File: config.mk
export PLATFORM = sky130hd
export DESIGN_NAME = ilu_cell
export DESIGN_NICKNAME = d
export VERILOG_FILES = /design/src/ilu_pkg.sv /design/src/ilu_cell.sv
export SDC_FILE = /design/constraint.sdc
export NUM_CORES = 1
export LEC_CHECK = 0
export BUFFER_PORTS_ARGS = -buffer_cell sky130_fd_sc_hd__buf_2
export CAP_MARGIN = 20
export CORE_MARGIN = 2
export CORE_UTILIZATION = 60
export DETAILED_ROUTE_END_ITERATION = 6
export HOLD_SLACK_MARGIN = 0.12
export PLACE_DENSITY_LB_ADDON = 0.3
export SETUP_SLACK_MARGIN = 0.3
export SYNTH_ARGS = -nofsm -noshare
export SYNTH_HDL_FRONTEND = slang
export SYNTH_SLANG_ARGS = --single-unit
File: constraint.sdc
create_clock -name clk -period 22.3 [get_ports clk]
set_input_delay 4.46 -clock clk [delete_from_list [all_inputs] [get_ports clk]]
set_output_delay 4.46 -clock clk [all_outputs]
set_load 0.005 [all_outputs]
File: src/ilu_pkg.sv
// Shared constants and types for the integer LU decomposition core.
`timescale 1ns / 1ps
`default_nettype none
package ilu_pkg;
  localparam int MaxDim = 4;
  localparam int Cells = MaxDim * MaxDim;
  localparam int IdxW = $clog2(MaxDim);

  localparam logic [0:0] RegNumRows = 1'b0;
  localparam logic [0:0] RegNumCols = 1'b1;

  // Operation broadcast along the row of cells.
  typedef struct packed {
    logic        load;      // write data into the addressed cell
    logic        update;    // cell(k) -= mult * pivot_row(k)
    logic [IdxW-1:0] sel;   // addressed cell
  } ilu_cmd_t;

  function automatic logic [2:0] clamp_dim(input logic [2:0] v);
    if (v == 3'd0) return 3'd1;
    if (v > 3'(MaxDim)) return 3'(MaxDim);
    return v;
  endfunction
endpackage
`default_nettype wire

File: src/ilu_cell.sv
// One word of a matrix row: load, multiply-subtract update, shift to neighbor.
`timescale 1ns / 1ps
`default_nettype none
module ilu_cell (
  input  wire logic        clk,
  input  wire ilu_pkg::ilu_cmd_t cmd,
  input  wire logic [ilu_pkg::IdxW-1:0] my_idx,
  input  wire logic        shift,
  input  wire logic [31:0] shift_in,
  input  wire logic [31:0] load_data,
  input  wire logic [31:0] mult,
  input  wire logic [31:0] piv_word,
  output logic [31:0]      word
);
  import ilu_pkg::*;
  logic [31:0] prod;
  assign prod = 32'(mult * piv_word);
  always_ff @(posedge clk) begin
    if (shift) word <= shift_in;
    else if (cmd.sel == my_idx) begin
      if (cmd.load) word <= load_data;
      else if (cmd.update) word <= word - prod;
    end
  end
endmodule
`default_nettype wire
==> results.yml <==
outcome:
  outcome: "complete, no violations"
detailed_routing:
  route.detailed.drc: 0
  via_per_inst: 5.479
  wl_per_cell_microns: 18.84
  first_pass_iters: 5
  drtIter0Drc: 889
  vias: 13978
  ant_nets: 0
  routed_wl_mm: 48.07
place:
  place_hpwl_mm: 39.37
  gp_congestion: 0.9117
  portBuffers: 167
final_layout:
  fillers: 2587
  drive_gt1_frac: 0.09057
  multi_input_comb_area_sq_um: 15260
  area_growth_pct: 6.092
  finalNetCount: 2877
  register_area_sq_um: 960.9
  regMostFlops: "word"
  largest_reg_flops: 32
  top_regs: "word: 32 flops"
synthesis:
  yosysWarnings: 0
  synthCells: 2076
  synth_edf_count: 32
  async_flop_share: 0
  ys_seq_area_frac: 0.05164
  ys_ff_latch: 32
  synth_area_sq_um: 18610
  synthDistinctLibCells: 53
  syn_area_per_cell_sq_um: 8.963
  ys.flop_type: "edfxtp_1"
  syn_nets: 2801
timing:
  rsz0062_at_grt: "false"
  tightest_slew_ns: 0.8076
  period_needed_ns: 11.68
  slew_viol_final: 0
  max_freq_mhz: 85.63
  finalHoldViolCount: 0
  finalCritPeriodShare: 0.5237
  finalSetupViolCount: 0
  clock_skew_ns: 0.003334
  relSlewSlack: 0.4616
  finalSetupTns_ns: 0
worst_setup_path:
  max_stage_delay_ns: 0.58
  reg2reg_slack_ns: 15.05
  cp_data_required_time_ns: 22.33
  path_class: "in2reg"
  worst_r2r_endpoint: "word[31]"
  arrival_ns: 11.71
  cp_max_fo: 32
  slowest_stage: "buf_2"
  critPathTopFamily: "adder cells"
  path_cells: "buf_2, nand2_1, fa_1, inv_1, fa_1, fa_1, fa_1, inv_1, fa_1, fa_1, fa_1, inv_1, fa_1, inv_1, ha_1, a21o_1, a21o_1, a221oi_1, nor3b_2, a211oi_1, o211ai_1, a21oi_1, o31ai_2, o21ai_1"
  start_kind: "input port"
  worstRegToRegCells: 22
  timing.rr.start: "word[22]"
  critPathMostFrequentCell: "fa_1"
  cp.buffers_inverters: 5
  worst_setup_path_end_kind: "flip-flop"
floorplanning:
  chipWidth_microns: 180.1
  initial_utilization: 0.6083
  ios: 168
  core_area_sq_um: 30590
  die_area_sq_um: 32440
  rows: 64
  die_h_microns: 180.1
clocking:
  cts_tree: "yes"
  numCtsBuffers: 5
  path_clk_slew_ns: 0.06
  cts_buffer_depth: 2
  post_cts_resized: 0
  cts-root-buf: "clkbuf_16"
  insertion_delay_ns: 0.30
  htreeDepth: 2
  postCtsSetupBuffers: 0
  clkSinkCount: 32
  holdBufCountCts: 0
min_path:
  hold_start: "word[0]"
  holdPathEnd: "word[1]"
  min_path_cells: 5
  hp-class: "reg2reg"
job:
  cap_violations: 0
global_route:
  gr-total-overflow: 0
  grt_start_max_net_pins: 36
  grt_pass1_vias: 15379
  antenna_found_initial: 2
  track_usage: 0.3138
  grt_pass1_wl_mm: 79.76
-- routing by layer --
layer	share of wire	global-route usage	up-vias
met1	0.39	0.4172	7039
met2	0.49	0.5318	663
met4	0.038	0.1139	0
met5	0	0	-
li1	-	-	6138
met3	0.083	0.04204	138
-- stage by stage --
stage | std cells | area (sq um) | hold slack [ns] | utilization | setup WS [ns]
after global routing | 2549 | 19740 | 1.207 | 0.6452 | 10.30
final | 2551 | 19740 | 1.110 | 0.6454 | 10.62
after global placement | 2540 | 19580 | 1.026 | 0.6401 | 10.48
after floorplan | 2076 | 18610 | 1.006 | - | 11.04
after CTS | 2549 | 19740 | 1.121 | 0.6452 | 10.67
after detailed placement | 2541 | 19600 | 1.109 | 0.6407 | 10.37
-- worst max-delay path by stage --
stage | startpoint | end | slack (ns) | depth (start not counted)
CTS | piv_word[0] | word[31] | 10.67 | 24
floorplan | piv_word[5] | word[29] | 11.04 | 25
global placement | piv_word[0] | word[29] | 10.48 | 24
global route | piv_word[0] | word[29] | 10.30 | 24
detailed placement | piv_word[0] | word[29] | 10.37 | 24
finish | piv_word[0] | word[31] | 10.62 | 24
-- Yosys cell counts, drive strengths merged (2+ instances only) --
| master | number | area share |
|---|---|---|
| xor2 | 21 | 0.0099 |
| o21a | 15 | 0.0061 |
| a211oi | 6 | 0.0024 |
| xnor2 | 59 | 0.028 |
| clkbuf | 91 | 0.018 |
| nor3 | 5 | 0.0013 |
| o31ai | 5 | 0.0023 |
| xnor3 | 2 | 0.0024 |
| a21oi | 32 | 0.0094 |
| nand2 | 365 | 0.074 |
| or3 | 4 | 0.0013 |
| mux2i | 5 | 0.0027 |
| fa | 443 | 0.48 |
| o211ai | 12 | 0.0054 |
| a21boi | 3 | 0.0012 |
| a221oi | 2 | 0.0019 |
| ha | 146 | 0.098 |
| edfxtp | 32 | 0.052 |
| nand3 | 3 | 0.00081 |
| a21o | 12 | 0.0048 |
| and3b | 2 | 0.00094 |
| and2 | 196 | 0.066 |
| mux2 | 7 | 0.0042 |
| and3 | 3 | 0.0010 |
| nor2 | 12 | 0.0024 |
| nand2b | 4 | 0.0013 |
| buf | 12 | 0.0031 |
| nor3b | 2 | 0.0011 |
| inv | 531 | 0.11 |
| o21ai | 31 | 0.0083 |
-- worst min-delay path, cell delays in order, from the launching register on --
cell,delay (ns)
edfxtp_1,0.38
inv_1,0.07
ha_1,0.19
ha_1,0.14
mux2i_1,0.06
o21ai_0,0.15
-- layout make-up --
cell class / instances / share of cell area
Inverter: 531 / 0.1010
Clock buffer: 7 / 0.006718
Antenna cell: 2 / 0.0002535
Clock inverter: 1 / 0.0001901
Timing Repair Buffer: 172 / 0.04487
Tap cell: 396 / 0.02510
Sequential cell: 32 / 0.04868
Multi-Input combinational cell: 1410 / 0.7732
-- cells by family (layout without fill, tap and decap cells) --
| kind of cell | Yosys count | after routing | share of synthesized area |
|---|---|---|---|
| adders and majority gates | 589 | 589 | 0.5748 |
| xor gates and xnor gates | 82 | 82 | 0.04048 |
| AOI/OAI and AO/OA | 126 | 126 | 0.04579 |
| DFF | 32 | 32 | 0.05164 |
| other | 0 | 2 | 0 |
| buffers and inverters | 634 | 711 | 0.1286 |
| muxes | 12 | 12 | 0.006926 |
| and+or+nand+nor | 601 | 601 | 0.1518 |
-- layout by cell type (no fill, tap or decap), types with 5 or more instances in the layout --
master     netlist  layout
xor2_1          21      21
a21o_1          12      12
o21a_1          15      15
fa_1           443     443
nor3_1           5       5
nand2_1        365     365
o211ai_1        10      10
a21oi_1         30      30
xnor2_1         58      58
a211oi_1         6       6
buf_2           10     167
mux2i_1          5       5
o21ai_0         28      27
mux2_2           7       7
edfxtp_1        32      32
nor2_1          12      12
ha_1           146     146
clkbuf_16        0       5
inv_1          531     531
and2_1         196     196
Power is not shown: default switching activity piles up to over one toggle a cycle in this logic, so the estimate is an artifact.
