**config.mk**
```make
export PLATFORM = sky130hd
export DESIGN_NAME = ilu_div
export DESIGN_NICKNAME = d
export VERILOG_FILES = /design/src/ilu_pkg.sv /design/src/ilu_div.sv
export SDC_FILE = /design/constraint.sdc
export NUM_CORES = 1
export LEC_CHECK = 0
export ABC_CLOCK_PERIOD_IN_PS = 6010
export BUFFER_PORTS_ARGS = -buffer_cell sky130_fd_sc_hd__buf_2
export CELL_PAD_IN_SITES_DETAIL_PLACEMENT = 1
export CELL_PAD_IN_SITES_GLOBAL_PLACEMENT = 1
export CORE_MARGIN = 5
export CORE_UTILIZATION = 49
export DETAILED_ROUTE_END_ITERATION = 7
export MAX_ROUTING_LAYER = met4
export PLACE_DENSITY = 0.95
export SLEW_MARGIN = 20
export SYNTH_ARGS = -nofsm -noshare
export SYNTH_HDL_FRONTEND = slang
export SYNTH_SLANG_ARGS = --single-unit
```
**constraint.sdc**
```tcl
create_clock -name clk -period 6.01 [get_ports clk]
set_clock_uncertainty 0.1 [all_clocks]
set_input_delay 0.3005 -clock clk [delete_from_list [all_inputs] [get_ports clk]]
set_output_delay 0.3005 -clock clk [all_outputs]
set_load 0.02 [all_outputs]
```
**src/ilu_pkg.sv**
```systemverilog
// Shared constants and types for the integer LU decomposition core.
`timescale 1ns / 1ps
`default_nettype none
package ilu_pkg;
  localparam int MaxDim = 4;
  localparam int Cells = MaxDim * MaxDim;
  localparam int IdxW = $clog2(MaxDim);

  localparam logic [0:0] RegNumRows = 1'b0;
  localparam logic [0:0] RegNumCols = 1'b1;

  // Operation broadcast along the row of cells.
  typedef struct packed {
    logic        load;      // write data into the addressed cell
    logic        update;    // cell(k) -= mult * pivot_row(k)
    logic [IdxW-1:0] sel;   // addressed cell
  } ilu_cmd_t;

  function automatic logic [2:0] clamp_dim(input logic [2:0] v);
    if (v == 3'd0) return 3'd1;
    if (v > 3'(MaxDim)) return 3'(MaxDim);
    return v;
  endfunction
endpackage
`default_nettype wire

```
**src/ilu_div.sv**
```systemverilog
// Radix-2 signed divider, one quotient bit per cycle, truncating toward zero.
`timescale 1ns / 1ps
`default_nettype none
module ilu_div (
  input  wire logic        clk,
  input  wire logic        rst,
  input  wire logic        start,
  input  wire logic [31:0] dividend,
  input  wire logic [31:0] divisor,
  output logic             done,
  output logic [31:0]      quotient
);
  import ilu_pkg::*;
  logic [31:0] rem, quo, mag_d;
  logic        neg, busy;
  logic [5:0]  cnt;
  logic [32:0] trial;

  assign trial = {rem[31:0], quo[31]} - {1'b0, mag_d};

  always_ff @(posedge clk) begin
    done <= 1'b0;
    if (rst) begin
      busy <= 1'b0;
      cnt  <= '0;
    end else if (start) begin
      busy  <= 1'b1;
      cnt   <= 6'd32;
      rem   <= '0;
      quo   <= dividend[31] ? 32'(-dividend) : dividend;
      mag_d <= divisor[31] ? 32'(-divisor) : divisor;
      neg   <= dividend[31] ^ divisor[31];
    end else if (busy) begin
      if (!trial[32]) begin
        rem <= trial[31:0];
        quo <= {quo[30:0], 1'b1};
      end else begin
        rem <= {rem[30:0], quo[31]};
        quo <= {quo[30:0], 1'b0};
      end
      cnt <= cnt - 6'd1;
      if (cnt == 6'd1) begin
        busy <= 1'b0;
        done <= 1'b1;
      end
    end
  end
  assign quotient = neg ? 32'(-quo) : quo;
endmodule
`default_nettype wire

```
==> flow_summary.rst <==
.. list-table::
   :header-rows: 1

   * - Metric
     - Value
   * - Status
     - complete, no violations
   * - Clock tree root buffer cell
     - clkbuf_16
   * - Per-instance average area after synthesis
     - 9.40 µm²
   * - Number of buffers added for setup after CTS
     - 0
   * - Multiplexer fraction of the synthesized cell area
     - 4.82%
   * - Total number of nets in the final design
     - 1026
   * - Maximum number of pins on one net before global-route repair
     - 96
   * - Core region area
     - 15800 µm²
   * - Signed area change from the synthesized netlist to the final layout
     - 13.1%
   * - Setup slack after layout
     - 1690 ps
   * - Worst min-delay path category
     - in -> reg
   * - Main combinational cell family by area after synthesis
     - simple AND/OR/NAND/NOR gates
   * - Vias per inst
     - 6.15
   * - Leakage component of the power
     - 3.56 nW
   * - Max Cap Viol
     - 0
   * - Slew HR
     - 31.7%
   * - Hold Violations, Final
     - 0
   * - Leftover overflow at the end of global routing
     - 0
   * - Worst slack after detailed placement
     - 1930 ps
   * - Clock tree from TritonCTS
     - done
   * - Share of synthesized cell area in and, or, nand and nor gates
     - 16.5%
   * - Launch instance of the worst register-to-register path
     - quo[31]
   * - Via count of the first global-routing pass
     - 7561
   * - Type of element launching the critical path
     - flop
   * - Worst hold-check slack
     - 52.0 ps
   * - Number of buffers inserted during clock tree synthesis
     - 9
   * - Worst-case register-to-register setup slack
     - 1690 ps
   * - RD Place Congestion
     - 0.884
   * - Number of enable-type register cells in the synthesized netlist
     - 97
   * - Maximum fanout along the worst path
     - 27
   * - Wire length of the first global-routing pass
     - 40.2 mm
   * - Initial core utilization
     - 49.7%
   * - Critical path capture point
     - rem[31]
   * - Clock latency at the later pin of the worst-skew pair
     - 370 ps
   * - Final slew viol count
     - 0
   * - Number of placed I/O pins
     - 100
   * - Remaining antenna violation count after routing
     - 0
   * - Xor-xnor portion of the synthesized cell area
     - 13.8%
   * - Endpoint of the lowest-slack register-to-register path
     - rem[31]
   * - DIE WIDTH
     - 136 µm
   * - Cell area after synthesis
     - 7830 µm²
   * - Register bit total from synthesis
     - 105
   * - Number of antenna violations at the first check in global routing
     - 0
   * - Post-synth top flop
     - edfxtp_1
   * - Number of cells on the worst reg-to-reg path
     - 13
   * - Crit path arrival time
     - 4270 ps
   * - Die Ht
     - 136 µm
   * - Total routing resource utilization after global routing
     - 28.6%
   * - Number of cells upsized or downsized after cts
     - 0
   * - Half-perimeter wire length after detailed placement
     - 17.3 mm
   * - Number of buffers inserted by port buffering
     - 99
   * - Diodes inserted
     - 0
   * - Area of the die
     - 18600 µm²
   * - Synth cell types
     - 59
   * - Peak supply drop
     - 0.000148 V
   * - Category of the critical setup timing path
     - reg -> reg
   * - Maximum root-to-sink buffer count
     - 2
   * - Compound-Gate Fraction of Synth Area
     - 15.5%
   * - Post-CTS Hold Buffers
     - 0
   * - Peak clock frequency supported by timing
     - 231 MHz
   * - Proportion of layout cells with a drive suffix above 1
     - 16.0%
   * - Number of H-tree levels
     - 3
   * - Nets in the synthesized netlist
     - 938
   * - Fin crit period
     - 4320 ps
   * - Fraction of the mapped netlist area in adder cells
     - 6.17%
   * - Row count
     - 46
   * - Final setup violation count
     - 0
   * - DRC viols
     - 0
   * - Final period utilization
     - 71.9%
   * - Drt initial violations
     - 557
   * - Fraction of registers with async set/reset
     - 0%
   * - Via total after detailed routing
     - 7029
   * - Filler instances
     - 1847
   * - Setup repair after global routing missed its margin
     - false
   * - Routed wire length
     - 25.2 mm
   * - Share of synthesized area occupied by flip-flops and latches
     - 39.2%
   * - Total number of yosys warnings
     - 0
   * - Clock transition at path regs
     - 80 ps
   * - Data required time at the worst endpoint
     - 5960 ps
   * - Cells after synthesis
     - 833
   * - Total clock sinks
     - 105
   * - Total Neg Setup Slack
     - 0 ps
   * - Origin of the worst setup path
     - quo[31]
   * - Wire length per cell
     - 22.1 µm
   * - Endpoint type of the worst setup path
     - flop
   * - Transition time at the pin with the least slew margin
     - 1020 ps
   * - Pwr dens
     - 273 nW/µm²
   * - Number of iterations in the first detailed-routing pass
     - 5
-- cell usage after synthesis, types with 2 or more instances --
cell type / n / area (µm²)
nand4_1: 5 / 31.3
xnor2_1: 72 / 631
a21o_1: 10 / 75.1
clkbuf_1: 23 / 86.3
nor2_1: 88 / 330
buf_2: 4 / 20.0
nor4_1: 5 / 31.3
o2111ai_1: 2 / 17.5
and3_1: 8 / 50.1
nand3b_1: 6 / 45.0
or4_1: 14 / 105
a221oi_1: 2 / 17.5
o21a_1: 8 / 60.1
or3_1: 5 / 31.3
nor3_1: 13 / 65.1
mux2_2: 6 / 67.6
and2_1: 3 / 18.8
nor2b_1: 6 / 37.5
xor2_1: 51 / 447
o21bai_1: 3 / 22.5
nand3_1: 8 / 40.0
edfxtp_1: 97 / 2910
nand2_1: 65 / 244
or3_4: 2 / 22.5
a211oi_1: 3 / 22.5
inv_1: 53 / 199
a41oi_1: 2 / 17.5
a31oi_1: 6 / 37.5
o31ai_1: 22 / 165
o211ai_1: 2 / 15.0
dfxtp_1: 8 / 160
o41ai_1: 14 / 123
a21boi_0: 4 / 30.0
o21ai_0: 41 / 205
mux2i_1: 31 / 310
nand2b_1: 17 / 106
or4_4: 2 / 22.5
ha_1: 37 / 463
or2_2: 9 / 56.3
a21oi_1: 57 / 285
-- worst min path at each step --
stage | slack [ps] | to | depth (start not counted) | start
after detailed placement | 400 | cnt[0] | 2 | cnt[0]
after floorplan | 270 | cnt[5] | 1 | rst
final | 50 | mag_d[0] | 1 | divisor[0]
after global placement | 370 | cnt[0] | 2 | cnt[0]
after global routing | 50 | mag_d[0] | 1 | divisor[0]
after CTS | 50 | mag_d[0] | 1 | divisor[0]
-- cells by family after synthesis --
logic type	count (synthesis)
DFF	105
muxes	37
and+or+nand+nor	262
buffers and inverters	81
AOI/OAI and AO/OA	187
xor gates and xnor gates	123
adders and majority gates	38
-- flip-flops by register name (all words and copies together), names as in the netlist --
name   cells
busy       1
cnt        6
done       1
mag_d     32
neg        1
quo       32
rem       32
-- metrics by stage --
step | total power, W | cells | utilization [%] | cell area, µm²
3_5_place_dp | 0.00175 | 1126 | 54.2 | 8550
6_report | 0.00242 | 1142 | 56.2 | 8860
5_1_grt | 0.00252 | 1142 | 56.2 | 8860
3_3_place_gp | 0.00169 | 1126 | 54.2 | 8550
4_1_cts | 0.00241 | 1142 | 56.2 | 8860
2_1_floorplan | 0.00151 | 833 | - | 7830
-- routing by layer --
layer  part of all wire [%]  track usage (%)  up-vias  wire length [µm]
li1                       -                -     3173                 -
met1                     39             32.5     3471              9810
met2                     52             49.8      293             13100
met3                    5.0             3.85       92              1260
met4                    4.3             13.8        0              1080
met5                      0                -        -                 0
-- final cells by class --
| type | count | area (µm²) | share of cell area, % |
|---|---|---|---|
| Clock buffer | 12 | 256 | 2.90 |
| Tap cell | 216 | 270 | 3.05 |
| Multi-Input combinational cell | 647 | 4470 | 50.4 |
| Inverter | 53 | 199 | 2.25 |
| Clock inverter | 4 | 51.3 | 0.579 |
| Timing Repair Buffer | 105 | 541 | 6.10 |
| Sequential cell | 105 | 3070 | 34.7 |
-- report_power, final --
group	switching (W)	internal, W	total, W
logic	0.000510	0.000323	0.000833
clock network	0.000292	0.000347	0.000639
registers	0.0000577	0.000888	0.000946
total	0.000859	0.00156	0.00242
-- placed cells by master, fill, tap and decap left out, types with 3 or more instances in the layout --
| cell | netlist | final |
|---|---|---|
| a21boi_0 | 4 | 4 |
| or4_1 | 14 | 14 |
| buf_2 | 4 | 99 |
| nand2_1 | 65 | 65 |
| mux2_2 | 6 | 6 |
| edfxtp_1 | 97 | 97 |
| inv_1 | 53 | 53 |
| o21ai_0 | 41 | 41 |
| clkbuf_16 | 0 | 9 |
| buf_4 | 1 | 6 |
| a21oi_1 | 57 | 57 |
| o21a_1 | 8 | 8 |
| or3_1 | 5 | 5 |
| nand3_1 | 8 | 8 |
| o21bai_1 | 3 | 3 |
| xnor2_1 | 72 | 72 |
| o31ai_1 | 22 | 22 |
| ha_1 | 37 | 37 |
| nor3_1 | 13 | 12 |
| o41ai_1 | 14 | 14 |
| nor4_1 | 5 | 5 |
| and2_1 | 3 | 3 |
| nand2b_1 | 17 | 17 |
| nor2b_1 | 6 | 5 |
| nand4_1 | 5 | 5 |
| a21o_1 | 10 | 10 |
| nand3b_1 | 6 | 6 |
| mux2i_1 | 31 | 31 |
| and3_1 | 8 | 8 |
| nor2_1 | 88 | 87 |
| a31oi_1 | 6 | 6 |
| or2_2 | 9 | 9 |
| xor2_1 | 51 | 51 |
| dfxtp_1 | 8 | 8 |
| a211oi_1 | 3 | 3 |
-- worst max-delay path, stage by stage, from the launching register on --
cell      delay [ps]
edfxtp_1         390
inv_1             70
ha_1             220
fa_1             410
nand2b_1         190
a21o_1           180
a21oi_1          360
a31oi_1          270
o21ai_0          520
a21oi_1          200
nor3_2           260
buf_4            450
mux2i_1          250
nor2_1           110
No activity file was read; power rests on OpenSTA's default activity.
